`config.mk`:
```
export PLATFORM = sky130hd
export DESIGN_NAME = integer_to_radix_string
export DESIGN_NICKNAME = d
export VERILOG_FILES = /design/src/rtl/core/itrs_pkg.sv /design/src/rtl/core/itrs_ctrl.sv /design/src/rtl/core/itrs_datapath.sv /design/src/rtl/core/integer_to_radix_string.sv
export SDC_FILE = /design/constraint.sdc
export NUM_CORES = 1
export LEC_CHECK = 0
export ABC_AREA = 0
export BUFFER_PORTS_ARGS = -buffer_cell sky130_fd_sc_hd__buf_2
export CORE_MARGIN = 4
export CORE_UTILIZATION = 45
export DETAILED_ROUTE_END_ITERATION = 16
export GPL_TIMING_DRIVEN = 0
export PLACE_DENSITY = 0.65
export RECOVER_POWER = 25
export SETUP_SLACK_MARGIN = 0.2
export SYNTH_ARGS = -nofsm -noshare
export SYNTH_HDL_FRONTEND = slang
export SYNTH_SLANG_ARGS = --single-unit
```
`constraint.sdc`:
```
create_clock -name i_clk -period 17 [get_ports i_clk]
set_input_delay 3.4 -clock i_clk [delete_from_list [all_inputs] [get_ports i_clk]]
set_output_delay 3.4 -clock i_clk [all_outputs]
set_load 0.005 [all_outputs]
```
`src/rtl/core/itrs_pkg.sv`:
```
// Shared types, constants and character mapping for the integer-to-radix converter.
`default_nettype none

package itrs_pkg;

    localparam int VAL_W         = 32;
    localparam int RADIX_W       = 6;
    localparam int CHAR_W        = 7;
    localparam int BITS_PER_CYC  = 8;
    localparam int CYC_PER_DIGIT = VAL_W / BITS_PER_CYC;
    localparam int STEP_W        = $clog2(CYC_PER_DIGIT);
    localparam int MAX_DIGITS    = VAL_W;
    localparam int CNT_W         = $clog2(MAX_DIGITS + 1);
    localparam int ADDR_W        = 3;
    localparam int PDATA_W       = 32;

    localparam logic [RADIX_W-1:0] RADIX_MIN   = 6'd2;
    localparam logic [RADIX_W-1:0] RADIX_MAX   = 6'd36;
    localparam logic [RADIX_W-1:0] DEC_BASE    = 6'd10;
    localparam logic [RADIX_W-1:0] RADIX_RESET = 6'd10;

    localparam logic [CHAR_W-1:0] CHAR_ZERO  = 7'h30;
    localparam logic [CHAR_W-1:0] CHAR_UPPER = 7'h41;
    localparam logic [CHAR_W-1:0] CHAR_MINUS = 7'h2D;

    localparam logic [ADDR_W-1:0] ADDR_RADIX = 3'd0;

    // Controller to datapath
    typedef struct packed {
        logic load;       // capture magnitude and sign of a new value
        logic div_step;   // run one step of the digit divider
        logic div_last;   // final cycle of a digit: push the remainder
        logic emit_sign;  // put '-' in the output register
        logic emit_pop;   // pop the top digit into the output register
    } t_ctrl_cmd;

    // Datapath to controller
    typedef struct packed {
        logic radix_ok;   // radix lies in 2..36
        logic neg_dec;    // negative value in base 10
        logic quot_zero;  // quotient after this division cycle is zero
        logic cnt_one;    // one digit left on the stack
        logic out_free;   // output register can take a character
    } t_ctrl_sts;

    function automatic logic [CHAR_W-1:0] digit_char(input logic [RADIX_W-1:0] d);
        logic [CHAR_W-1:0] d_ext;
        d_ext = {{(CHAR_W-RADIX_W){1'b0}}, d};
        if (d < DEC_BASE) begin
            digit_char = CHAR_ZERO + d_ext;
        end else begin
            digit_char = CHAR_UPPER + d_ext - {{(CHAR_W-RADIX_W){1'b0}}, DEC_BASE};
        end
    endfunction

endpackage

`default_nettype wire

```
`src/rtl/core/itrs_ctrl.sv`:
```
// Controller state machine: sequences load, digit division and character output.
`default_nettype none

module itrs_ctrl (
    input  wire                 i_clk,
    input  wire                 i_rst_n,
    input  wire                 i_valid,
    output logic                o_ready,
    input  itrs_pkg::t_ctrl_sts i_sts,
    output itrs_pkg::t_ctrl_cmd o_cmd
);
    import itrs_pkg::*;

    typedef enum logic [1:0] {
        S_IDLE,
        S_DIV,
        S_SIGN,
        S_EMIT
    } t_state;

    t_state              r_state, n_state;
    logic [STEP_W-1:0]   r_step, n_step;
    logic                step_last;

    assign step_last = (r_step == STEP_W'(CYC_PER_DIGIT - 1));
    assign o_ready   = (r_state == S_IDLE);

    always_comb begin
        n_state = r_state;
        n_step  = r_step;
        o_cmd   = '0;
        case (r_state)
            S_IDLE: begin
                if (i_valid) begin
                    o_cmd.load = 1'b1;
                    n_step     = '0;
                    if (i_sts.radix_ok) begin
                        n_state = S_DIV;
                    end
                end
            end
            S_DIV: begin
                o_cmd.div_step = 1'b1;
                n_step         = r_step + 1'b1;
                if (step_last) begin
                    o_cmd.div_last = 1'b1;
                    if (i_sts.quot_zero) begin
                        n_state = i_sts.neg_dec ? S_SIGN : S_EMIT;
                    end
                end
            end
            S_SIGN: begin
                if (i_sts.out_free) begin
                    o_cmd.emit_sign = 1'b1;
                    n_state         = S_EMIT;
                end
            end
            S_EMIT: begin
                if (i_sts.out_free) begin
                    o_cmd.emit_pop = 1'b1;
                    if (i_sts.cnt_one) begin
                        n_state = S_IDLE;
                    end
                end
            end
            default: begin
                n_state = S_IDLE;
            end
        endcase
    end

    always_ff @(posedge i_clk) begin
        if (!i_rst_n) begin
            r_state <= S_IDLE;
            r_step  <= '0;
        end else begin
            r_state <= n_state;
            r_step  <= n_step;
        end
    end

endmodule

`default_nettype wire

```
`src/rtl/core/itrs_datapath.sv`:
```
// Datapath: magnitude divider, digit stack and output character register.
`default_nettype none

module itrs_datapath (
    input  wire                                i_clk,
    input  wire                                i_rst_n,
    input  wire  [itrs_pkg::RADIX_W-1:0]       i_radix,
    input  wire  signed [itrs_pkg::VAL_W-1:0]  i_value,
    input  itrs_pkg::t_ctrl_cmd                i_cmd,
    output itrs_pkg::t_ctrl_sts                o_sts,
    output logic                               o_valid,
    input  wire                                i_ready,
    output logic [itrs_pkg::CHAR_W-1:0]        o_char_code,
    output logic                               o_last
);
    import itrs_pkg::*;

    logic [VAL_W-1:0]    r_quot;
    logic [RADIX_W-1:0]  r_rem;
    logic                r_neg;
    logic [RADIX_W-1:0]  r_stack [MAX_DIGITS];
    logic [CNT_W-1:0]    r_count;

    logic [VAL_W-1:0]    quot_n;
    logic [RADIX_W-1:0]  rem_n;
    logic [VAL_W-1:0]    mag;
    logic                out_free;

    assign mag      = i_value[VAL_W-1] ? (~i_value + 1'b1) : i_value;
    assign out_free = !o_valid || i_ready;

    // Restoring division, several quotient bits per cycle; remainder stays below radix.
    always_comb begin
        logic [RADIX_W:0]   trial;
        logic [VAL_W-1:0]   q;
        logic [RADIX_W-1:0] r;
        q = r_quot;
        r = r_rem;
        for (int b = 0; b < BITS_PER_CYC; b++) begin
            trial = {r, q[VAL_W-1]};
            q     = {q[VAL_W-2:0], 1'b0};
            if (trial >= {1'b0, i_radix}) begin
                trial = trial - {1'b0, i_radix};
                q[0]  = 1'b1;
            end
            r = trial[RADIX_W-1:0];
        end
        quot_n = q;
        rem_n  = r;
    end

    assign o_sts.radix_ok  = (i_radix >= RADIX_MIN) && (i_radix <= RADIX_MAX);
    assign o_sts.neg_dec   = r_neg && (i_radix == DEC_BASE);
    assign o_sts.quot_zero = (quot_n == '0);
    assign o_sts.cnt_one   = (r_count == CNT_W'(1));
    assign o_sts.out_free  = out_free;

    always_ff @(posedge i_clk) begin
        if (i_cmd.load) begin
            r_quot <= mag;
            r_rem  <= '0;
            r_neg  <= i_value[VAL_W-1];
        end else if (i_cmd.div_step) begin
            r_quot <= quot_n;
            r_rem  <= i_cmd.div_last ? '0 : rem_n;
        end
    end

    // Digit stack: entry 0 is the top; push shifts down, pop shifts up.
    always_ff @(posedge i_clk) begin
        if (i_cmd.div_step && i_cmd.div_last) begin
            r_stack[0] <= rem_n;
            for (int i = 1; i < MAX_DIGITS; i++) begin
                r_stack[i] <= r_stack[i-1];
            end
        end else if (i_cmd.emit_pop) begin
            for (int i = 0; i < MAX_DIGITS - 1; i++) begin
                r_stack[i] <= r_stack[i+1];
            end
        end
    end

    always_ff @(posedge i_clk) begin
        if (!i_rst_n) begin
            r_count <= '0;
        end else if (i_cmd.load) begin
            r_count <= '0;
        end else if (i_cmd.div_step && i_cmd.div_last) begin
            r_count <= r_count + 1'b1;
        end else if (i_cmd.emit_pop) begin
            r_count <= r_count - 1'b1;
        end
    end

    always_ff @(posedge i_clk) begin
        if (!i_rst_n) begin
            o_valid <= 1'b0;
        end else if (i_cmd.emit_sign || i_cmd.emit_pop) begin
            o_valid <= 1'b1;
        end else if (i_ready) begin
            o_valid <= 1'b0;
        end
    end

    always_ff @(posedge i_clk) begin
        if (i_cmd.emit_sign) begin
            o_char_code <= CHAR_MINUS;
            o_last      <= 1'b0;
        end else if (i_cmd.emit_pop) begin
            o_char_code <= digit_char(r_stack[0]);
            o_last      <= (r_count == CNT_W'(1));
        end
    end

endmodule

`default_nettype wire

```
`src/rtl/core/integer_to_radix_string.sv`:
```
// Top level of the integer-to-radix text converter with its register port.
`default_nettype none

// Converts one signed 32-bit value per input transfer into ASCII text in the
// base held in the radix register (byte address 0, 6 bits, reset 10), most
// significant character first, digits above 9 as 'A'..'Z'. Negative values
// are shown by their magnitude; base 10 adds a leading '-'. The last
// character of each string carries o_last. A radix outside 2..36 drops the
// value without output. The divider retires 8 quotient bits per cycle; an
// item is loaded, divided by the radix once per digit with each remainder
// pushed on the digit stack, then popped one character at a time into the
// output register while the output side keeps taking transfers. A new value is
// taken once the last character has entered the output register.
module integer_to_radix_string (
    input  wire                                i_clk,
    input  wire                                i_rst_n,
    // value input channel
    input  wire                                i_valid,
    output logic                               o_ready,
    input  wire  signed [itrs_pkg::VAL_W-1:0]  i_value,
    // character output channel
    output logic                               o_valid,
    input  wire                                i_ready,
    output logic [itrs_pkg::CHAR_W-1:0]        o_char_code,
    output logic                               o_last,
    // register port
    input  wire                                psel,
    input  wire                                penable,
    input  wire                                pwrite,
    input  wire  [itrs_pkg::ADDR_W-1:0]        paddr,
    input  wire  [itrs_pkg::PDATA_W-1:0]       pwdata,
    output logic [itrs_pkg::PDATA_W-1:0]       prdata,
    output logic                               pready
);
    import itrs_pkg::*;

    logic [RADIX_W-1:0] r_radix;
    t_ctrl_cmd          cmd;
    t_ctrl_sts          sts;

    // Register port: pready is always high; keep only the low 6 bits of a write.
    assign pready = 1'b1;
    assign prdata = (paddr == ADDR_RADIX) ? {{(PDATA_W-RADIX_W){1'b0}}, r_radix} : '0;

    always_ff @(posedge i_clk) begin
        if (!i_rst_n) begin
            r_radix <= RADIX_RESET;
        end else if (psel && penable && pwrite && pready && (paddr == ADDR_RADIX)) begin
            r_radix <= pwdata[RADIX_W-1:0];
        end
    end

    itrs_ctrl u_ctrl (
        .i_clk   (i_clk),
        .i_rst_n (i_rst_n),
        .i_valid (i_valid),
        .o_ready (o_ready),
        .i_sts   (sts),
        .o_cmd   (cmd)
    );

    itrs_datapath u_dp (
        .i_clk       (i_clk),
        .i_rst_n     (i_rst_n),
        .i_radix     (r_radix),
        .i_value     (i_value),
        .i_cmd       (cmd),
        .o_sts       (sts),
        .o_valid     (o_valid),
        .i_ready     (i_ready),
        .o_char_code (o_char_code),
        .o_last      (o_last)
    );

endmodule

`default_nettype wire

```
==> out/results.ini, run 1 <==
[clock_tree]
clock_sinks=256
cts-buffers-inserted=28
cts_max_level=1
clock_latency_ns=0.54
cts_tree=built
clk_pin_slew_worst_paths_ns=0.07
ctsHoldBuffers=0
cts_root_buffer=clkbuf_16
ctsLongestPathBuffers=3

[route]
wirelength_um=35100
vias=11300
wl_per_cell_um=16.4
viasPerCell=5.30
post-route-drc-count=0
ant_nets=0
drt_iter0_markers=857
dr.pass1.iters=5

[sta]
hold_violations=0
finalWorstSetupSlack_ns=0.681
setup_viol=0
worst_clock_skew_ns=0.0144
drv_slew=0
maxSlewHeadroom=0.170
fin_crit_ns=16.32
final.period_utilization=0.960
fmax_mhz=61.3
worst_pin_slew_ns=1.24

[logic_synthesis]
ys_seq_area_frac=0.507
yosys-top-cells-count=614 x nand2_1, 225 x edfxtp_1, 64 x o21ai_0
synth_area_um2=14500
ys_ff_latch=256
synthAdderAreaFrac=0.0626
yosys_warnings=0
muxShareOfSynthArea=0.0224
syn_inst=1551
ys_top_cells_by_area=edfxtp_1 46%, nand2_1 16%, ha_1 5.2%, dfxtp_1 4.3%, xor2_1 2.4%
synth.most_common_cell=nand2_1
synth_top_area_cell=edfxtp_1
synth-compound-area-share=0.104
synth_cell_types=82
synth_top_flop_cell=edfxtp_1
synth_xor_area_frac=0.0373
synth-edff-count=225
syn_area_per_cell_um2=9.38
yosysTopAreaCellShare=0.464
ys_async_sr_fraction=0
yosys.area_share.simple=0.222
synth_top_family_by_area=simple AND/OR/NAND/NOR gates

[floorplanning]
die_h_um=188
core-area_um2=31700
boundaryPins=117
die_x_um=188
row_count=65
start_util=0.459
die-area_um2=35300

[setup_path]
worstSetupEndpointType=flop
path_common_cell=a21o_1
worstPathArrival_ns=16.61
path_max_fanout=10
required_ns=17.29
worstRegToRegCells=78
crit_path_start_kind=flop
ff2ff_setup_slack_ns=0.68
slowest_stage=a311oi_2
crit_type=flop to flop
slowest_delay_ns=0.41

[placed_design]
dp_slack_ns=-1.90
post-dp-hpwl_um=24800
place.gp.congestion=0.933
io_buffers=63

[global_routing]
grt_start_max_net_pins=73
grt_first_pass_wirelength_um=56000
first_global_vias=10800
grt_overflow_total=0
antenna_found_initial=0
grtUsageTotal=0.191

[final_layout]
syn_to_final_growth_pct=16.7
drive_gt1_frac=0.144
final_nets=1860
final_core_util=0.535
antenna_cells=0

[flow_run]
drv_cap=0

[worst_hold_path]
hold_class=flop to flop
min_path_cells=0

[outcome]
status=finished, final reports clean

-- what timing repair did --
item | 4_1_cts | 5_1_grt
resized for setup | 20 | 49
pin swaps | 9 | 24
endpoints found under the setup margin | 15 | 15
buffers inserted | 13 | 34
-- placed cells by master, fill, tap and decap left out, drive strengths merged, types with 15 or more instances in the layout --
master,instances
o21ai,74
ha,60
buf,138
conb,27
inv,50
dfxtp,31
xor2,40
edfxtp,225
a21oi,47
xnor2,22
clkinv,15
nor2,55
nand2,614
a21o,18
clkbuf,92
mux2,18
-- critical path: cells and delay by family, from the launching register on --
kind,cells,cell delay [ns]
AOI/OAI and AO/OA,41,8.79
buffers and inverters,10,1.15
muxes,7,2.08
and+or+nand+nor,12,1.57
DFF,1,0.36
adders and majority gates,8,2.07
-- worst paths after layout --
kind                                                    start                            end
worst max-delay path                  r_radix[4]$_SDFFE_PN0P_   u_dp.r_stack[0][1]$_DFFE_PP_
worst min-delay path            u_dp.r_stack[1][84]$_DFFE_PP_  u_dp.r_stack[1][90]$_DFFE_PP_
worst max register to register        r_radix[4]$_SDFFE_PN0P_   u_dp.r_stack[0][1]$_DFFE_PP_
worst min register to register  u_dp.r_stack[1][84]$_DFFE_PP_  u_dp.r_stack[1][90]$_DFFE_PP_
-- metrics by stage --
step	instances	instance area, µm²	hold slack (ns)	TNS (ns)
after floorplan	1576	14600	0.426	0
after global placement	2041	15500	0.449	-23.38
after detailed placement	2043	15500	0.436	-25.67
after CTS	2106	16500	0.468	0
after global routing	2140	17000	0.487	-0.0244
final	2140	17000	0.463	0
-- metal layers --
| layer | global-route usage | vias to the layer above | routed length (µm) |
|---|---|---|---|
| li1 | - | 5622 | - |
| met2 | 0.294 | 344 | 15400 |
| met3 | 0.0289 | 51 | 2210 |
| met4 | 0.0421 | 0 | 719 |
| met1 | 0.287 | 5324 | 16800 |
| met5 | 0 | - | 0 |
-- registers in the layout, summed over array words and instances, names as in the netlist --
name / flops
u_dp.r_quot: 32
u_dp.r_count: 6
u_dp.r_stack: 192
u_ctrl.r_state: 2
u_dp.o_char_code: 7
u_ctrl.r_step: 2
u_dp.r_rem: 6
r_radix: 6
u_dp.o_valid: 1
u_dp.o_last: 1
u_dp.r_neg: 1
-- cell families after synthesis --
kind of cell / count (synthesis)
buf+inv: 140
simple gates: 775
xor+xnor: 62
compound gates: 219
flops: 256
fa+ha+maj: 68
other cells: 2
mux: 29
-- cell type report --
cell class                      instances  area [µm²]
Multi-Input combinational cell       1180        6880
Tap cell                              402         503
Inverter                               54         221
Clock inverter                         18         100
Clock buffer                           32         716
Sequential cell                       256        7390
Timing Repair Buffer                  112         711
Fill cell                            2877       14700
Buffer                                 86         454
Power of run 1 is left out: the tool's default activity adds up to more than one toggle a clock period on the data nets, which glitch-free logic cannot reach.
==> run 2, diff against run 1 <==
--- a/config.mk
+++ b/config.mk
@@ -8,10 +8,9 @@
 export ABC_AREA = 0
 export BUFFER_PORTS_ARGS = -buffer_cell sky130_fd_sc_hd__buf_2
 export CORE_MARGIN = 4
-export CORE_UTILIZATION = 45
+export CORE_UTILIZATION = 28
 export DETAILED_ROUTE_END_ITERATION = 16
 export GPL_TIMING_DRIVEN = 0
-export PLACE_DENSITY = 0.65
 export RECOVER_POWER = 25
 export SETUP_SLACK_MARGIN = 0.2
 export SYNTH_ARGS = -nofsm -noshare
==> constraint.sdc (replaced) <==
create_clock -name i_clk -period 13.9 [get_ports i_clk]
set_input_delay 2.78 -clock i_clk [delete_from_list [all_inputs] [get_ports i_clk]]
set_output_delay 2.78 -clock i_clk [all_outputs]
set_load 0.005 [all_outputs]
==> out/results.ini, run 2 (synthesis gave the netlist of run 1 again) <==
[outcome]
status=finished, violations left
violations=negative setup slack

[global_routing]
met2_usage=0.210  ; -0.0839
antenna_found_initial=3  ; +3
grt_overflow_total=0  ; unchanged
grt.busiest_layer=met2
grtUsageTotal=0.131  ; -0.0595
grtUsageMet3=0.0298  ; +0.000961
grtUsageMet1=0.181  ; -0.106
first_global_vias=11600  ; +7.7%
grt_start_max_net_pins=69  ; -5.5%
grt_first_pass_wirelength_um=61000  ; +8.9%

[route]
post-route-drc-count=0  ; unchanged
viasPerCell=4.75  ; -10%
drt_iter0_markers=874  ; +2.0%
vias=11900  ; +4.6%
wl_per_cell_um=15.4  ; -6.1%
wirelength_um=38400  ; +9.5%
ant_nets=0  ; unchanged
dr.pass1.iters=5  ; unchanged

[worst_hold_path]
min_path_cells=0  ; unchanged
hold_end=u_dp.r_stack[1][91]$_DFFE_PP_
min_from=u_dp.r_stack[1][85]$_DFFE_PP_
hold_class=flop to flop

[clock_tree]
ctsHoldBuffers=0  ; unchanged
cts_root_buffer=clkbuf_16
cts_tree=built
clock_sinks=256  ; unchanged
cts-buffers-inserted=29  ; +3.6%
ctsLongestPathBuffers=3  ; unchanged
clk_pin_slew_worst_paths_ns=0.06  ; about the same
clock_latency_ns=0.56  ; +0.02 ns
cts_max_level=1  ; unchanged

[setup_path]
ff2ff_setup_slack_ns=-1.28  ; -1.96 ns
worstRegToRegCells=87  ; +12%
worstPathArrival_ns=15.49  ; -1.12 ns
reg2reg_from=r_radix[3]$_SDFFE_PN1P_
crit_buf_inv=31  ; +21
cpLargestDelayFamily=compound AO/OA/AOI/OAI gates
reg2reg_to=u_dp.r_stack[0][1]$_DFFE_PP_
required_ns=14.21  ; -3.08 ns
worstSetupEndpointType=flop
crit_cells=87  ; +12%
slowest_stage=o41a_1
path_max_fanout=7  ; -3
crit_type=flop to flop
crit_path_start_kind=flop
path_common_cell=buf_4
slowest_delay_ns=0.37  ; -0.04 ns

[final_layout]
regMostFlops=u_dp.r_stack
largestRegisters=u_dp.r_stack (192), u_dp.r_quot (32), u_dp.o_char_code (7)
drive_gt1_frac=0.208  ; +0.0638
syn_to_final_growth_pct=27.0
final_nets=1934  ; +4.0%
fillers=5161  ; +79%
most-common-layout-cells=610 x nand2_1, 225 x edfxtp_1, 131 x buf_4, 63 x clkbuf_1, 54 x o21ai_0
largest_reg_flops=192  ; unchanged
finalNonFillerCells=2496  ; +17%
final_core_util=0.359  ; -0.176
layout_commonest_cell=nand2_1

[sta]
hold_ws_ns=0.452  ; -0.0112 ns
setup_viol=15  ; +15
rsz0062_at_grt=true
final.period_utilization=1.09  ; +0.132
fin_crit_ns=15.18  ; -1.14 ns
worst_clock_skew_ns=0.0196  ; +0.00512 ns
setup_tns_ns=-17.32  ; -17.32 ns
worst_pin_slew_ns=1.26  ; +0.0150 ns
maxSlewHeadroom=0.160  ; -0.0100
drv_slew=0  ; unchanged
hold_violations=0  ; unchanged
fmax_mhz=65.9  ; +7.5%
finalWorstSetupSlack_ns=-1.28  ; -1.96 ns

[floorplanning]
row_count=83  ; +28%
die-area_um2=55700  ; +58%
die_x_um=236  ; +26%
start_util=0.283  ; -0.176
boundaryPins=117  ; unchanged
core-area_um2=51400  ; +62%
die_h_um=236  ; +26%

[placed_design]
post-dp-hpwl_um=26400  ; +6.4%
place.gp.congestion=0.825  ; -12%
dpl.cell_count=2321  ; +14%
io_buffers=63  ; unchanged

[flow_run]
drv_cap=0  ; unchanged

run 2: cell count changes in the layout (fill, tap and decap cells not counted), moves of 5 or more:
| cell | previous run | this run |
|---|---|---|
| a21oi_1 | 40 | 33 |
| nor2b_4 | 0 | 5 |
| ha_4 | 6 | 19 |
| buf_4 | 74 | 131 |
| buf_6 | 4 | 18 |
| o21ai_2 | 3 | 9 |
| inv_1 | 49 | 43 |
| ha_1 | 54 | 40 |
| nor2b_1 | 13 | 8 |
| o21ai_1 | 11 | 6 |
run 2: worst max-delay path by stage:
stage / startpoint / to / slack (ns)
6_report: r_radix[3]$_SDFFE_PN1P_ / u_dp.r_stack[0][1]$_DFFE_PP_ / -1.28
5_1_grt: r_radix[3]$_SDFFE_PN1P_ / u_dp.r_stack[0][1]$_DFFE_PP_ / -1.81
4_1_cts: r_radix[3]$_SDFFE_PN1P_ / u_dp.r_stack[0][1]$_DFFE_PP_ / -1.34
3_5_place_dp: r_radix[1]$_SDFFE_PN1P_ / u_dp.r_stack[0][1]$_DFFE_PP_ / -3.48
3_3_place_gp: r_radix[1]$_SDFFE_PN1P_ / u_dp.r_stack[0][1]$_DFFE_PP_ / -3.28
2_1_floorplan: r_radix[1]$_SDFFE_PN1P_ / u_dp.r_stack[0][1]$_DFFE_PP_ / -1.0
run 2: per-stage QoR:
step	cell area, µm²	setup slack, ns
2_1_floorplan	14800	-0.997
3_3_place_gp	16000	-3.28
3_5_place_dp	16100	-3.48
4_1_cts	18100	-1.34
5_1_grt	18500	-1.81
6_report	18500	-1.28
run 2: final cells by class:
class / count / area (µm²) / share of cell area
multi-input combinational: 1180 / 7260 / 0.393
timing repair buffer: 185 / 1320 / 0.0713
clock buffer: 31 / 733 / 0.0397
buffer: 86 / 467 / 0.0253
tap: 680 / 851 / 0.0461
inverter: 54 / 233 / 0.0126
antenna: 1 / 2.50 / 0.000135
clock inverter: 23 / 213 / 0.0115
sequential: 256 / 7400 / 0.400
run 2: per-layer routing:
| layer | up-vias | routed length, µm |
|---|---|---|
| met1 | 5719 | 17800 |
| met5 | - | 14 |
| met3 | 63 | 2520 |
| met2 | 299 | 17200 |
| li1 | 5774 | - |
| met4 | 4 | 851 |
run 2: timing repair:
action                                  CTS  global route
buffers inserted                        100            20
resized for setup                        71            44
pin swaps                                61            52
endpoints found under the setup margin   16            16
Power of run 2 is left out for the same reason.
